===== src/rtl/bmmre_pkg.sv =====
// Shared types and constants for the min/max/RMS envelope block.
// Used by bmmre_ctrl, bmmre_dpath and the top level.
package bmmre_pkg;

    localparam int CFG_W = 16;
    localparam logic [CFG_W-1:0] BLOCK_LEN_RESET = 16'd1024;

    typedef struct packed {
        logic load;
        logic acc_sq;
        logic acc_sum;
        logic div_init;
        logic div_step;
        logic sqrt_init;
        logic sqrt_step;
        logic finish;
    } t_dp_cmd;

    typedef struct packed {
        logic block_done;
        logic div_last;
        logic sqrt_last;
        logic out_free;
    } t_dp_sts;

endpackage


===== src/rtl/bmmre_ctrl.sv =====
// Sequencer for the envelope block: accumulate, divide, square root, emit.
// Depends on bmmre_pkg for the command and status structs.
module bmmre_ctrl
    import bmmre_pkg::*;
(
    input  logic    i_clk,
    input  logic    i_rst_n,
    input  logic    i_in_valid,
    output logic    o_in_stall,
    input  t_dp_sts i_sts,
    output t_dp_cmd o_cmd
);

    typedef enum logic [2:0] {
        S_IDLE,
        S_SQ,
        S_SUM,
        S_DIV_INIT,
        S_DIV,
        S_SQRT_INIT,
        S_SQRT,
        S_DONE
    } t_state;

    t_state r_state;
    t_state n_state;

    always_comb begin
        o_cmd   = '0;
        n_state = r_state;
        unique case (r_state)
            S_IDLE: begin
                if (i_in_valid) begin
                    o_cmd.load = 1'b1;
                    n_state    = S_SQ;
                end
            end
            S_SQ: begin
                o_cmd.acc_sq = 1'b1;
                n_state      = S_SUM;
            end
            S_SUM: begin
                o_cmd.acc_sum = 1'b1;
                n_state       = i_sts.block_done ? S_DIV_INIT : S_IDLE;
            end
            S_DIV_INIT: begin
                o_cmd.div_init = 1'b1;
                n_state        = S_DIV;
            end
            S_DIV: begin
                o_cmd.div_step = 1'b1;
                if (i_sts.div_last) n_state = S_SQRT_INIT;
            end
            S_SQRT_INIT: begin
                o_cmd.sqrt_init = 1'b1;
                n_state         = S_SQRT;
            end
            S_SQRT: begin
                o_cmd.sqrt_step = 1'b1;
                if (i_sts.sqrt_last) n_state = S_DONE;
            end
            S_DONE: begin
                if (i_sts.out_free) begin
                    o_cmd.finish = 1'b1;
                    n_state      = S_IDLE;
                end
            end
            default: n_state = S_IDLE;
        endcase
    end

    always_ff @(posedge i_clk) begin
        if (!i_rst_n) begin
            r_state <= S_IDLE;
        end else begin
            r_state <= n_state;
        end
    end

    assign o_in_stall = (r_state != S_IDLE);

endmodule


===== src/rtl/bmmre_dpath.sv =====
// Datapath: min/max, saturating square sum, restoring divider, bit-pair isqrt,
// output register. Depends on bmmre_pkg; driven by bmmre_ctrl.
module bmmre_dpath
    import bmmre_pkg::*;
#(
    parameter int SAMPLE_BITS = 16,
    parameter int COUNT_BITS  = 16
) (
    input  logic                          i_clk,
    input  logic                          i_rst_n,
    input  t_dp_cmd                       i_cmd,
    output t_dp_sts                       o_sts,
    input  logic signed [SAMPLE_BITS-1:0] i_sample,
    input  logic                          i_cfg_wr_en,
    input  logic [CFG_W-1:0]              i_cfg_wr_data,
    output logic                          o_out_valid,
    input  logic                          i_out_stall,
    output logic signed [SAMPLE_BITS-1:0] o_block_min,
    output logic signed [SAMPLE_BITS-1:0] o_block_max,
    output logic [SAMPLE_BITS-1:0]        o_block_rms
);

    localparam int S       = SAMPLE_BITS;
    localparam int C       = COUNT_BITS;
    localparam int SUM_RAW = 2 * S - 2 + C;
    localparam int SUM_W   = (SUM_RAW > 64) ? 64 : SUM_RAW;
    localparam int QW      = SUM_W + (SUM_W % 2);
    localparam int RW      = QW / 2;
    localparam int STEP_W  = $clog2(SUM_W);
    localparam int CMP_W   = (C > CFG_W) ? C : CFG_W;

    localparam logic signed [S-1:0] SMP_MAX = {1'b0, {(S-1){1'b1}}};
    localparam logic signed [S-1:0] SMP_MIN = {1'b1, {(S-1){1'b0}}};
    localparam logic [C-1:0]        CNT_MAX = {C{1'b1}};

    logic [CFG_W-1:0]        r_block_len;
    logic signed [S-1:0]     r_sample;
    logic signed [S-1:0]     r_min;
    logic signed [S-1:0]     r_max;
    logic [2*S-1:0]          r_sq;
    logic [SUM_W-1:0]        r_sum;
    logic [C-1:0]            r_count;
    logic [SUM_W-1:0]        r_quo;
    logic [C-1:0]            r_rem;
    logic [QW-1:0]           r_rad;
    logic [RW-1:0]           r_root;
    logic [RW:0]             r_srem;
    logic [STEP_W-1:0]       r_step;
    logic                    r_out_valid;
    logic signed [S-1:0]     r_out_min;
    logic signed [S-1:0]     r_out_max;
    logic [S-1:0]            r_out_rms;

    logic [S-1:0]            mag;
    logic [SUM_W:0]          sum_ext;
    logic [CMP_W-1:0]        len_ext;
    logic [CMP_W-1:0]        len_eff;
    logic [C:0]              rem_sh;
    logic [C:0]              rem_diff;
    logic                    q_bit;
    logic [RW+2:0]           srem_sh;
    logic [RW+2:0]           trial;
    logic [RW+2:0]           srem_diff;
    logic                    r_bit;

    assign mag     = r_sample[S-1] ? (~r_sample + 1'b1) : r_sample;
    assign sum_ext = {1'b0, r_sum} + (SUM_W+1)'(r_sq);

    always_comb begin
        len_ext = CMP_W'(r_block_len);
        if (len_ext == '0) begin
            len_eff = CMP_W'(1);
        end else if (len_ext > CMP_W'(CNT_MAX)) begin
            len_eff = CMP_W'(CNT_MAX);
        end else begin
            len_eff = len_ext;
        end
    end

    assign rem_sh   = {r_rem, r_quo[SUM_W-1]};
    assign rem_diff = rem_sh - {1'b0, r_count};
    assign q_bit    = (rem_sh >= {1'b0, r_count});

    assign srem_sh   = {r_srem, r_rad[QW-1:QW-2]};
    assign trial     = (RW+3)'({r_root, 2'b01});
    assign srem_diff = srem_sh - trial;
    assign r_bit     = (srem_sh >= trial);

    assign o_sts.block_done = (CMP_W'(r_count) >= len_eff);
    assign o_sts.div_last   = (r_step == STEP_W'(SUM_W - 1));
    assign o_sts.sqrt_last  = (r_step == STEP_W'(RW - 1));
    assign o_sts.out_free   = !r_out_valid || !i_out_stall;

    always_ff @(posedge i_clk) begin
        if (!i_rst_n) begin
            r_block_len <= BLOCK_LEN_RESET;
        end else if (i_cfg_wr_en) begin
            r_block_len <= i_cfg_wr_data;
        end
    end

    // block accumulators
    always_ff @(posedge i_clk) begin
        if (!i_rst_n) begin
            r_min   <= SMP_MAX;
            r_max   <= SMP_MIN;
            r_sum   <= '0;
            r_count <= '0;
        end else if (i_cmd.finish) begin
            r_min   <= SMP_MAX;
            r_max   <= SMP_MIN;
            r_sum   <= '0;
            r_count <= '0;
        end else if (i_cmd.acc_sq) begin
            if (r_sample < r_min) r_min <= r_sample;
            if (r_sample > r_max) r_max <= r_sample;
            if (r_count != CNT_MAX) r_count <= r_count + 1'b1;
        end else if (i_cmd.acc_sum) begin
            r_sum <= sum_ext[SUM_W] ? {SUM_W{1'b1}} : sum_ext[SUM_W-1:0];
        end
    end

    always_ff @(posedge i_clk) begin
        if (i_cmd.load) r_sample <= i_sample;
        if (i_cmd.acc_sq) r_sq <= mag * mag;
    end

    // divide, then square root; shared step counter
    always_ff @(posedge i_clk) begin
        if (i_cmd.div_init) begin
            r_quo  <= r_sum;
            r_rem  <= '0;
            r_step <= '0;
        end else if (i_cmd.div_step) begin
            r_quo  <= {r_quo[SUM_W-2:0], q_bit};
            r_rem  <= q_bit ? rem_diff[C-1:0] : rem_sh[C-1:0];
            r_step <= r_step + 1'b1;
        end else if (i_cmd.sqrt_init) begin
            r_rad  <= QW'(r_quo);
            r_root <= '0;
            r_srem <= '0;
            r_step <= '0;
        end else if (i_cmd.sqrt_step) begin
            r_rad  <= {r_rad[QW-3:0], 2'b00};
            r_root <= {r_root[RW-2:0], r_bit};
            r_srem <= r_bit ? srem_diff[RW:0] : srem_sh[RW:0];
            r_step <= r_step + 1'b1;
        end
    end

    always_ff @(posedge i_clk) begin
        if (!i_rst_n) begin
            r_out_valid <= 1'b0;
        end else if (i_cmd.finish) begin
            r_out_valid <= 1'b1;
        end else if (!i_out_stall) begin
            r_out_valid <= 1'b0;
        end
    end

    always_ff @(posedge i_clk) begin
        if (i_cmd.finish) begin
            r_out_min <= r_min;
            r_out_max <= r_max;
            r_out_rms <= r_root[S-1:0];
        end
    end

    assign o_out_valid = r_out_valid;
    assign o_block_min = r_out_min;
    assign o_block_max = r_out_max;
    assign o_block_rms = r_out_rms;

endmodule


===== src/rtl/block_min_max_rms_envelope.sv =====
// Block min/max/RMS envelope decimator: top level.
// Instantiates bmmre_ctrl and bmmre_dpath; depends on bmmre_pkg.
//
// Input channel: i_in_valid / o_in_stall carry one signed sample word.
// Output channel: o_out_valid / i_out_stall carry min, max and RMS of a
// finished block. A word moves when valid is high and stall is low.
// i_cfg_wr_en / i_cfg_wr_data write the block length (0 acts as 1,
// values above the counter range saturate). Write only while idle.
// Each sample runs load, square and sum steps. The sample that ends a block
// then runs a restoring divide (one quotient bit per step) and a bit-pair
// square root on one shared step counter; the sum is SUM_W =
// 2*SAMPLE_BITS-2+COUNT_BITS bits wide, capped at 64.
// Synchronous active-low reset sets block length to 1024, clears the
// accumulators and drops o_out_valid. A result waits in the output
// register while i_out_stall is high; samples are still taken, but the
// next finished block holds in its final step until that register frees.
module block_min_max_rms_envelope
    import bmmre_pkg::*;
#(
    parameter int SAMPLE_BITS = 16,
    parameter int COUNT_BITS  = 16
) (
    input  logic                          i_clk,
    input  logic                          i_rst_n,
    input  logic                          i_in_valid,
    output logic                          o_in_stall,
    input  logic signed [SAMPLE_BITS-1:0] i_sample,
    input  logic                          i_cfg_wr_en,
    input  logic [CFG_W-1:0]              i_cfg_wr_data,
    output logic                          o_out_valid,
    input  logic                          i_out_stall,
    output logic signed [SAMPLE_BITS-1:0] o_block_min,
    output logic signed [SAMPLE_BITS-1:0] o_block_max,
    output logic [SAMPLE_BITS-1:0]        o_block_rms
);

    t_dp_cmd cmd;
    t_dp_sts sts;

    bmmre_ctrl u_ctrl (
        .i_clk      (i_clk),
        .i_rst_n    (i_rst_n),
        .i_in_valid (i_in_valid),
        .o_in_stall (o_in_stall),
        .i_sts      (sts),
        .o_cmd      (cmd)
    );

    bmmre_dpath #(
        .SAMPLE_BITS (SAMPLE_BITS),
        .COUNT_BITS  (COUNT_BITS)
    ) u_dpath (
        .i_clk         (i_clk),
        .i_rst_n       (i_rst_n),
        .i_cmd         (cmd),
        .o_sts         (sts),
        .i_sample      (i_sample),
        .i_cfg_wr_en   (i_cfg_wr_en),
        .i_cfg_wr_data (i_cfg_wr_data),
        .o_out_valid   (o_out_valid),
        .i_out_stall   (i_out_stall),
        .o_block_min   (o_block_min),
        .o_block_max   (o_block_max),
        .o_block_rms   (o_block_rms)
    );

endmodule


===== config.mk =====
export PLATFORM = sky130hd
export DESIGN_NAME = block_min_max_rms_envelope
export DESIGN_NICKNAME = d
export VERILOG_FILES = /design/src/rtl/bmmre_pkg.sv /design/src/rtl/bmmre_ctrl.sv /design/src/rtl/bmmre_dpath.sv /design/src/rtl/block_min_max_rms_envelope.sv
export SDC_FILE = /design/constraint.sdc
export NUM_CORES = 1
export LEC_CHECK = 0
export ABC_AREA = 1
export BUFFER_PORTS_ARGS = -buffer_cell sky130_fd_sc_hd__clkbuf_2
export CORE_ASPECT_RATIO = 1.1
export CORE_MARGIN = 5
export CORE_UTILIZATION = 50
export DETAILED_ROUTE_END_ITERATION = 8
export GPL_TIMING_DRIVEN = 0
export PLACE_DENSITY = 0.66
export SYNTH_ARGS = -nofsm -noshare
export SYNTH_HDL_FRONTEND = slang
export SYNTH_HIERARCHICAL = 1
export SYNTH_SLANG_ARGS = --single-unit

===== constraint.sdc =====
create_clock -name i_clk -period 10.2 [get_ports i_clk]
set_input_delay 2.04 -clock i_clk [delete_from_list [all_inputs] [get_ports i_clk]]
set_output_delay 2.04 -clock i_clk [all_outputs]
set_load 0.01 [all_outputs]

== After elaboration in Yosys (flattened, before gate mapping) ==
Cells that the tools add are included.
Storage, ports and cells
  bits in registers: 371
  output and inout bits: 50
  logic and storage cells: 100
Operators by class
  magnitude comparators: 6
  bitwise operators: 5
  multiplexer cells: 33
  add/sub/neg operators: 6
  equality and inequality tests: 15
  reductions and logical operators: 16
  $mul: 1
Operator list (number)
  46-bit 2-to-1 mux: 5
  16-bit 2-to-1 mux: 4
  24-bit 2-to-1 mux: 2
  46-bit by 32-bit adder with 47-bit output: 1
  16-bit by 1-bit adder with 16-bit output, second input constant: 2
  16-bit by 16-bit multiplier with 32-bit output: 1
  26-bit by 25-bit greater-or-equal comparator with 1-bit output: 1
  3-bit one-hot mux with 8 select lines: 1
  24-bit subtractor: 1
  23-bit 2-to-1 mux: 1
  6-bit 2-to-1 mux: 3
  17-bit by 16-bit greater-or-equal comparator with 1-bit output: 1
  16-bit greater-or-equal comparator: 1
  16-bit > comparator: 1
  16-bit > comparator, second input constant: 1
  16-bit logical NOT: 1
  16-bit less-than comparator: 1
  16-bit != test, second input constant: 1
  16-bit NOT: 1
  16-bit subtractor: 1
  3-bit equality test, second input constant: 4
  1-bit 2-to-1 mux: 12
  3-bit 2-to-1 mux: 4
  2-bit != test, second input constant: 4
  17 further kinds: 27

== Longest topological paths before layout ==
Gate-level depths: netlist of run 1.
  depth after elaboration: 6
  depth in mapped cells: 33

== Hierarchy ==
The synthesis of run 1 kept the hierarchy.
Modules (own cells, without submodules)
  bmmre_dpath: area each 27779.1 sq um, seq. area each 9689.3 sq um, instances 1, cells each 3475
  bmmre_ctrl: area each 311.5 sq um, seq. area each 60.1 sq um, instances 1, cells each 54

== Worst setup path before layout of run 1 ==
Ideal clock, no wire load.
  kind: register -> register
  start: reg u_ctrl.r_state[1]
  end: reg u_dpath.r_rad[0] (enable)
  arrival time: 6.522 ns
  setup slack: 3.133 ns
  library setup time: 0.545 ns
  cell stages (with the launch flop): 8
  path buffers: 2
  path through: dfxtp_1 buf_6 nand2_1 nor2_1 clkbuf_1 nor2_1 clkinv_1 nor2_1
RTL lines
  start, declared: RTL line bmmre_ctrl.sv:25  | t_state r_state;
  start signal, assigned: RTL line bmmre_ctrl.sv:76  | r_state <= n_state;
  end signal, assigned: RTL line bmmre_dpath.sv:139  | r_rad <= QW'(r_quo);
  end signal, assigned: RTL line bmmre_dpath.sv:144  | r_rad <= {r_rad[QW-3:0], 2'b00};
  end, declared: RTL line bmmre_dpath.sv:45  | logic [QW-1:0] r_rad;

== Worst setup path in the final report of run 1 ==
  start: reg u_dpath.r_sample[0]
  end: reg u_dpath.r_sq[29] (data pin)
On the way
  longest elaborated chain between the ends: 4
Ends and longest elaborated chain
  start, declared: RTL line bmmre_dpath.sv:37  | logic signed [S-1:0] r_sample;
  start signal, assigned: RTL line bmmre_dpath.sv:124  | if (i_cmd.load) r_sample <= i_sample;
  16-bit NOT: RTL line bmmre_dpath.sv:66  | assign mag = r_sample[S-1] ? (~r_sample + 1'b1) : r_sample;
  16-bit by 1-bit adder with 16-bit output: RTL line bmmre_dpath.sv:66
  16-bit 2-to-1 mux *: RTL line bmmre_dpath.sv:66
  16-bit by 16-bit multiplier with 32-bit output *: RTL line bmmre_dpath.sv:125  | if (i_cmd.acc_sq) r_sq <= mag * mag;
  end signal, assigned: RTL line bmmre_dpath.sv:125
  end, declared: RTL line bmmre_dpath.sv:40  | logic [2*S-1:0] r_sq;
Mark *: on every way between the ends. The rest lies on a longest branch, timed or not.
A chain may end at the register's enable or synchronous reset.

==> results_dict.tcl, run 1 <==
set metrics [dict create \
    result_of_the_run "completed" \
    cts.repair.resized 0 \
    die_outline_area_sq_mm 0.0610 \
    cts_root_buffer "clkbuf_16" \
    crit_slowest_cell "fa_1" \
    ys_seq_area_share_pct 34.7 \
    inserted_diodes 0 \
    netlist_instances 3529 \
    fmax_mhz 118 \
    timing.slew.headroom_pct 32.6 \
    synthToLayoutAreaGrowth_pct 10.5 \
    layout_commonest_cell "nand2_1" \
    warnings_synthesis 6 \
    number_of_synthesized_flops_with_an_enable_pin 234 \
    dieWidth_um 236 \
    synth_seq_cells 370 \
    synth.avg_cell_area_sq_um 7.96 \
    worst_ep_arrival_time_ns 8.86 \
    coreArea_sq_mm 0.0559 \
    timing_worst_slew_pin_value_ns 1.01 \
    finalClockSkew_ns 0.0169 \
    detail_route.drc_violations 0 \
    max_cap_violations 0 \
    die_y_um 259 \
    post_synth_num_cell_types 55 \
    synth_top_area_cell "edfxtp_1" \
    cts_post_setup_buffers_inserted 0 \
    wire_per_inst_um 15.8 \
    antenna_left 0 \
    hold_path.class "flip-flop to flip-flop" \
    drt-total-wl_um 70300 \
    global_route_wire_length_before_repair_um 115000 \
    finalSetupViolations 0 \
    final.fill_count 5348 \
    starting_density_pct 50.2 \
    cts_made_buffers 42 \
    final_critical_path_setup_slack_ns 1.71 \
    grt_antenna_before_repair 0 \
    timing_max_transition_violations_final 0 \
    dp_hpwl_um 57000 \
    cts_htree_levels 2 \
    worst_path_largest_cell_delay_ns 0.62 \
    async_set_or_reset_register_ratio_after_synthesis_pct 0 \
    detailedRoute.firstIterationViolations 1211 \
    clock_path_buffers 3 \
    timing.critical_path.to_type "flip-flop" \
    route.vias.total 22744 \
    grt_pass1_vias 22641 \
    clock-sinks 370 \
    dpl_worst_slack_ns 1.63 \
    floorplan.io_pins 87 \
    netlist.area_leader.share_pct 25.0 \
    nNetsFinal 4097 \
    fin_crit_ns 8.49 \
    row_count 91 \
    gr-usage-all-layers_pct 23.0 \
    type_of_origin_of_the_critical_path "flip-flop" \
    clk_pin_slew_ns 0.06 \
    most-common-layout-cells "nand2_1 (938), inv_1 (583), nor2_1 (362)" \
    layout_worst_path_cycle_share_pct 83.3 \
    finalHoldViolations 0 \
    cts_tree "yes" \
    synth_top_cells_by_area "edfxtp_1 (25%), nand2_1 (13%), fa_1 (12%), ha_1 (9.9%), dfxtp_1 (9.7%)" \
    synth-main-ff-cell "edfxtp_1" \
    placement.io_buffers 86 \
    clkLatencyLatePin_ns 0.58 \
    synth.cell_area_sq_mm 0.0281 \
    grt_max_degree 55 \
    worst_ep_required_time_ns 10.57 \
    rsz_0062_raised_after_global_routing "no" \
    timing.critical_path.fanout_max 11 \
    first_pass_iters 8 \
    worstSetupPathType "flip-flop to flip-flop" \
    post_drt_via_cell_ratio 5.11 \
    drive_above_1_share_pct 7.07 \
    cts_hold_buffers 0 \
    gpl.final_weighted_congestion 0.956 \
    overflow 0 \
]
==> cell type report <==
type                            count  area [sq um]  share of cell area, %
Tap cell                          744           931                   3.00
Clock inverter                     23           253                  0.814
Clock buffer                       54          1180                   3.80
Multi-Input combinational cell   2490         15700                   50.7
Inverter                          603          2270                   7.32
Buffer                             75           382                   1.23
Sequential cell                   370          9750                   31.4
Timing Repair Buffer               91           546                   1.76
==> final timing paths <==
check	from	endpoint	slack, ns	depth (start not counted)
hold reg to reg	u_dpath/r_max[12]	u_dpath/o_block_max[12]	0.43	0
setup reg to reg	u_dpath/r_sample[0]	u_dpath/r_sq[29]	1.71	30
setup / recovery	u_dpath/r_sample[0]	u_dpath/r_sq[29]	1.71	30
hold / removal	u_dpath/r_max[12]	u_dpath/o_block_max[12]	0.43	0
==> kinds of logic (layout without fill, tap and decap cells) <==
| family | count (synthesis) | after routing | synth area share (%) |
|---|---|---|---|
| fa+ha+maj | 387 | 387 | 21.6 |
| buf+inv | 678 | 846 | 9.44 |
| simple gates | 1620 | 1620 | 24.0 |
| xor+xnor | 87 | 87 | 2.71 |
| compound gates | 385 | 385 | 7.46 |
| flops | 370 | 370 | 34.7 |
| other cells | 2 | 11 | 0.0267 |
==> layer usage <==
| metal | GRT usage (%) | vias up | routed length, um |
|---|---|---|---|
| met2 | 42.1 | 445 | 35400 |
| met4 | 8.21 | 0 | 2580 |
| met1 | 28.4 | 10630 | 29800 |
| met5 | 0 | - | 0 |
| li1 | - | 11528 | - |
| met3 | 2.21 | 141 | 2590 |
==> worst max-delay path: cells and delay by family, from the launching register on <==
family	cells	cell delay, ns
flip-flops	1	0.55
buffers and inverters	7	1.40
adder cells (fa/ha/maj)	8	3.95
AND/OR/NAND/NOR	13	1.93
XOR/XNOR	2	0.46
==> through the flow <==
| stage | cell area (sq um) | util, % | cells | hold WS, ns | setup TNS [ns] |
|---|---|---|---|---|---|
| 2_1_floorplan | 28100 | - | 3538 | 0.408 | 0 |
| 3_3_place_gp | 29500 | 52.7 | 4368 | 0.413 | -0.153 |
| 3_5_place_dp | 29600 | 53.0 | 4373 | 0.415 | 0 |
| 4_1_cts | 31100 | 55.5 | 4450 | 0.428 | 0 |
| 5_1_grt | 31100 | 55.5 | 4450 | 0.441 | 0 |
| 6_report | 31100 | 55.5 | 4450 | 0.429 | 0 |
==> Yosys cell counts (13+ instances only) <==
cell / n
nand2_2: 15
edfxtp_1: 234
xnor2_1: 42
inv_1: 584
ha_1: 222
nand4_1: 28
nand3_1: 160
fa_1: 165
a21o_1: 14
o21ai_0: 140
nor2_1: 365
xor2_1: 45
nand2_1: 938
clkbuf_1: 44
nor4_1: 14
nor3_1: 48
a21oi_1: 175
dfxtp_1: 136
o21bai_1: 13
==> state kept, by name, indices dropped and copies added, names as in the netlist <==
register,count
u_ctrl/r_state,3
u_dpath/len_ext,16
u_dpath/o_block_max,16
u_dpath/o_block_min,16
u_dpath/o_block_rms,16
u_dpath/o_out_valid,1
u_dpath/r_count,16
u_dpath/r_max,16
u_dpath/r_min,16
u_dpath/r_quo,46
u_dpath/r_rad,46
u_dpath/r_rem,16
u_dpath/r_root,23
u_dpath/r_sample,16
u_dpath/r_sq,31
u_dpath/r_srem,24
u_dpath/r_step,6
u_dpath/r_sum,46
Power of run 1 is left out: the tool's default activity adds up to more than one toggle a clock period on the data nets, which glitch-free logic cannot reach.
==> inputs of run 2 (changes only) <==
==> constraint.sdc (replaced) <==
create_clock -name i_clk -period 8.7 [get_ports i_clk]
set_input_delay 1.74 -clock i_clk [delete_from_list [all_inputs] [get_ports i_clk]]
set_output_delay 1.74 -clock i_clk [all_outputs]
set_load 0.01 [all_outputs]
==> results_dict.tcl, run 2 (synthesized netlist as in run 1, its figures left out) <==
set metrics [dict create \
    die_y_um 259 \
    coreArea_sq_mm 0.0559 \
    detail_route.drc_violations 0 \
    drt-total-wl_um 70200 \
    route.vias.total 22731 \
    layout_worst_path_cycle_share_pct 91.8 \
    detailedRoute.firstIterationViolations 1245 \
    cts_made_buffers 42 \
    gr-usage-all-layers_pct 23.0 \
    fin_crit_ns 7.99 \
    most-common-layout-cells "nand2_1 (938), inv_1 (583), nor2_1 (362)" \
    fmax_mhz 125 \
    worstSetupPathType "flip-flop to flip-flop" \
    timing.setup.tns_ns 0 \
    finalHoldViolations 0 \
    starting_density_pct 50.2 \
    first_pass_iters 7 \
    worst_r2r_dst "u_dpath/r_sq[29]" \
    cts_htree_levels 2 \
    max_cap_violations 0 \
    finalSetupViolations 0 \
    hold_path.class "flip-flop to flip-flop" \
    gpl.final_weighted_congestion 0.956 \
    clkLatencyLatePin_ns 0.58 \
    dp_hpwl_um 57000 \
    type_of_origin_of_the_critical_path "flip-flop" \
    final_core_utilization_pct 55.5 \
    finalClockSkew_ns 0.0178 \
    die_outline_area_sq_mm 0.0610 \
    crit_path_start "u_dpath/r_sample[0]" \
    antenna_left 0 \
    cts_hold_buffers 0 \
    final_hold_slack_ns 0.429 \
    cts.repair.resized 0 \
    post_dp_cell_area_sq_mm 0.0296 \
    clk_pin_slew_ns 0.06 \
    nNetsFinal 4096 \
    clock_path_buffers 3 \
    timing_max_transition_violations_final 0 \
    cts_post_setup_buffers_inserted 0 \
    drive_above_1_share_pct 7.07 \
    grt_max_degree 55 \
    cts_tree "yes" \
    r2r_slack_ns 0.71 \
    post_drt_via_cell_ratio 5.11 \
    synthToLayoutAreaGrowth_pct 10.5 \
    worst_ep_arrival_time_ns 8.36 \
    reg2reg_depth 29 \
    worst_ep_required_time_ns 9.07 \
    overflow 0 \
    result_of_the_run "completed" \
    row_count 91 \
    crit_slowest_cell "fa_1" \
    placement.io_buffers 86 \
    layout_commonest_cell "nand2_1" \
    critPathCapture "u_dpath/r_sq[29]" \
    worst_path_largest_cell_delay_ns 0.62 \
    cts_root_buffer "clkbuf_16" \
    timing.critical_path.to_type "flip-flop" \
    dieWidth_um 236 \
    floorplan.io_pins 87 \
    wire_per_inst_um 15.8 \
    timing_worst_slew_pin_value_ns 1.00 \
    timing.slew.headroom_pct 33.1 \
    biggestRegsByFlops "u_dpath/r_quo x46, u_dpath/r_rad x46, u_dpath/r_sum x46" \
    rr_startpoint "u_dpath/r_sample[0]" \
    rsz_0062_raised_after_global_routing "no" \
    timing.critical_path.fanout_max 19 \
    clock-sinks 370 \
    global_route_wire_length_before_repair_um 115000 \
    grt_pass1_vias 22641 \
    final.fill_count 5347 \
    inserted_diodes 0 \
    fin_area_sq_mm 0.0310 \
    grt_antenna_before_repair 0 \
]
-- run 2: routing by layer --
metal  share of wire [%]  up-vias  global-route usage, %  wire length, um
li1                    -    11517                      -                -
met1                  42    10616                   28.4            29600
met2                  50      459                   42.1            35300
met3                 4.0      139                   2.21             2780
met4                 3.7        0                   8.21             2590
met5                   0        -                      0                0
-- run 2: worst min-delay path by stage --
| stage | start | end | slack, ns | cells past startpoint |
|---|---|---|---|---|
| global route | u_dpath/r_max[2] | u_dpath/o_block_max[2] | 0.44 | 0 |
| finish | u_dpath/r_max[12] | u_dpath/o_block_max[12] | 0.43 | 0 |
| CTS | u_dpath/r_max[12] | u_dpath/o_block_max[12] | 0.43 | 0 |
| global placement | u_dpath/r_max[13] | u_dpath/o_block_max[13] | 0.41 | 0 |
| floorplan | u_dpath/r_max[10] | u_dpath/o_block_max[10] | 0.41 | 0 |
| detailed placement | u_dpath/r_max[12] | u_dpath/o_block_max[12] | 0.42 | 0 |
-- run 2: critical path: cells and delay by family, from the launching register on --
| family | cells | cell delay (ns) |
|---|---|---|
| AND/OR/NAND/NOR | 13 | 1.93 |
| adder cells (fa/ha/maj) | 8 | 3.88 |
| XOR/XNOR | 2 | 0.46 |
| flip-flops | 1 | 0.56 |
| buffers and inverters | 6 | 0.95 |
-- run 2: area by class of cell --
| class | count | area [sq um] | share of cell area, % |
|---|---|---|---|
| clock inverters | 23 | 253 | 0.814 |
| flip-flops and latches | 370 | 9750 | 31.4 |
| plain buffers | 74 | 378 | 1.22 |
| clock buffers | 54 | 1180 | 3.80 |
| multi-input cells | 2490 | 15700 | 50.7 |
| inverters | 603 | 2270 | 7.32 |
| well taps | 744 | 931 | 3.00 |
| repair buffers | 91 | 546 | 1.76 |
-- run 2: per-stage QoR --
stage / setup slack (ns) / std cells
3_5_place_dp: 0.131 / 4373
3_3_place_gp: -1.51 / 4368
2_1_floorplan: 1.63 / 3538
5_1_grt: 0.00535 / 4449
6_report: 0.713 / 4449
4_1_cts: 0.0898 / 4450
Power of run 2 is left out for the same reason.
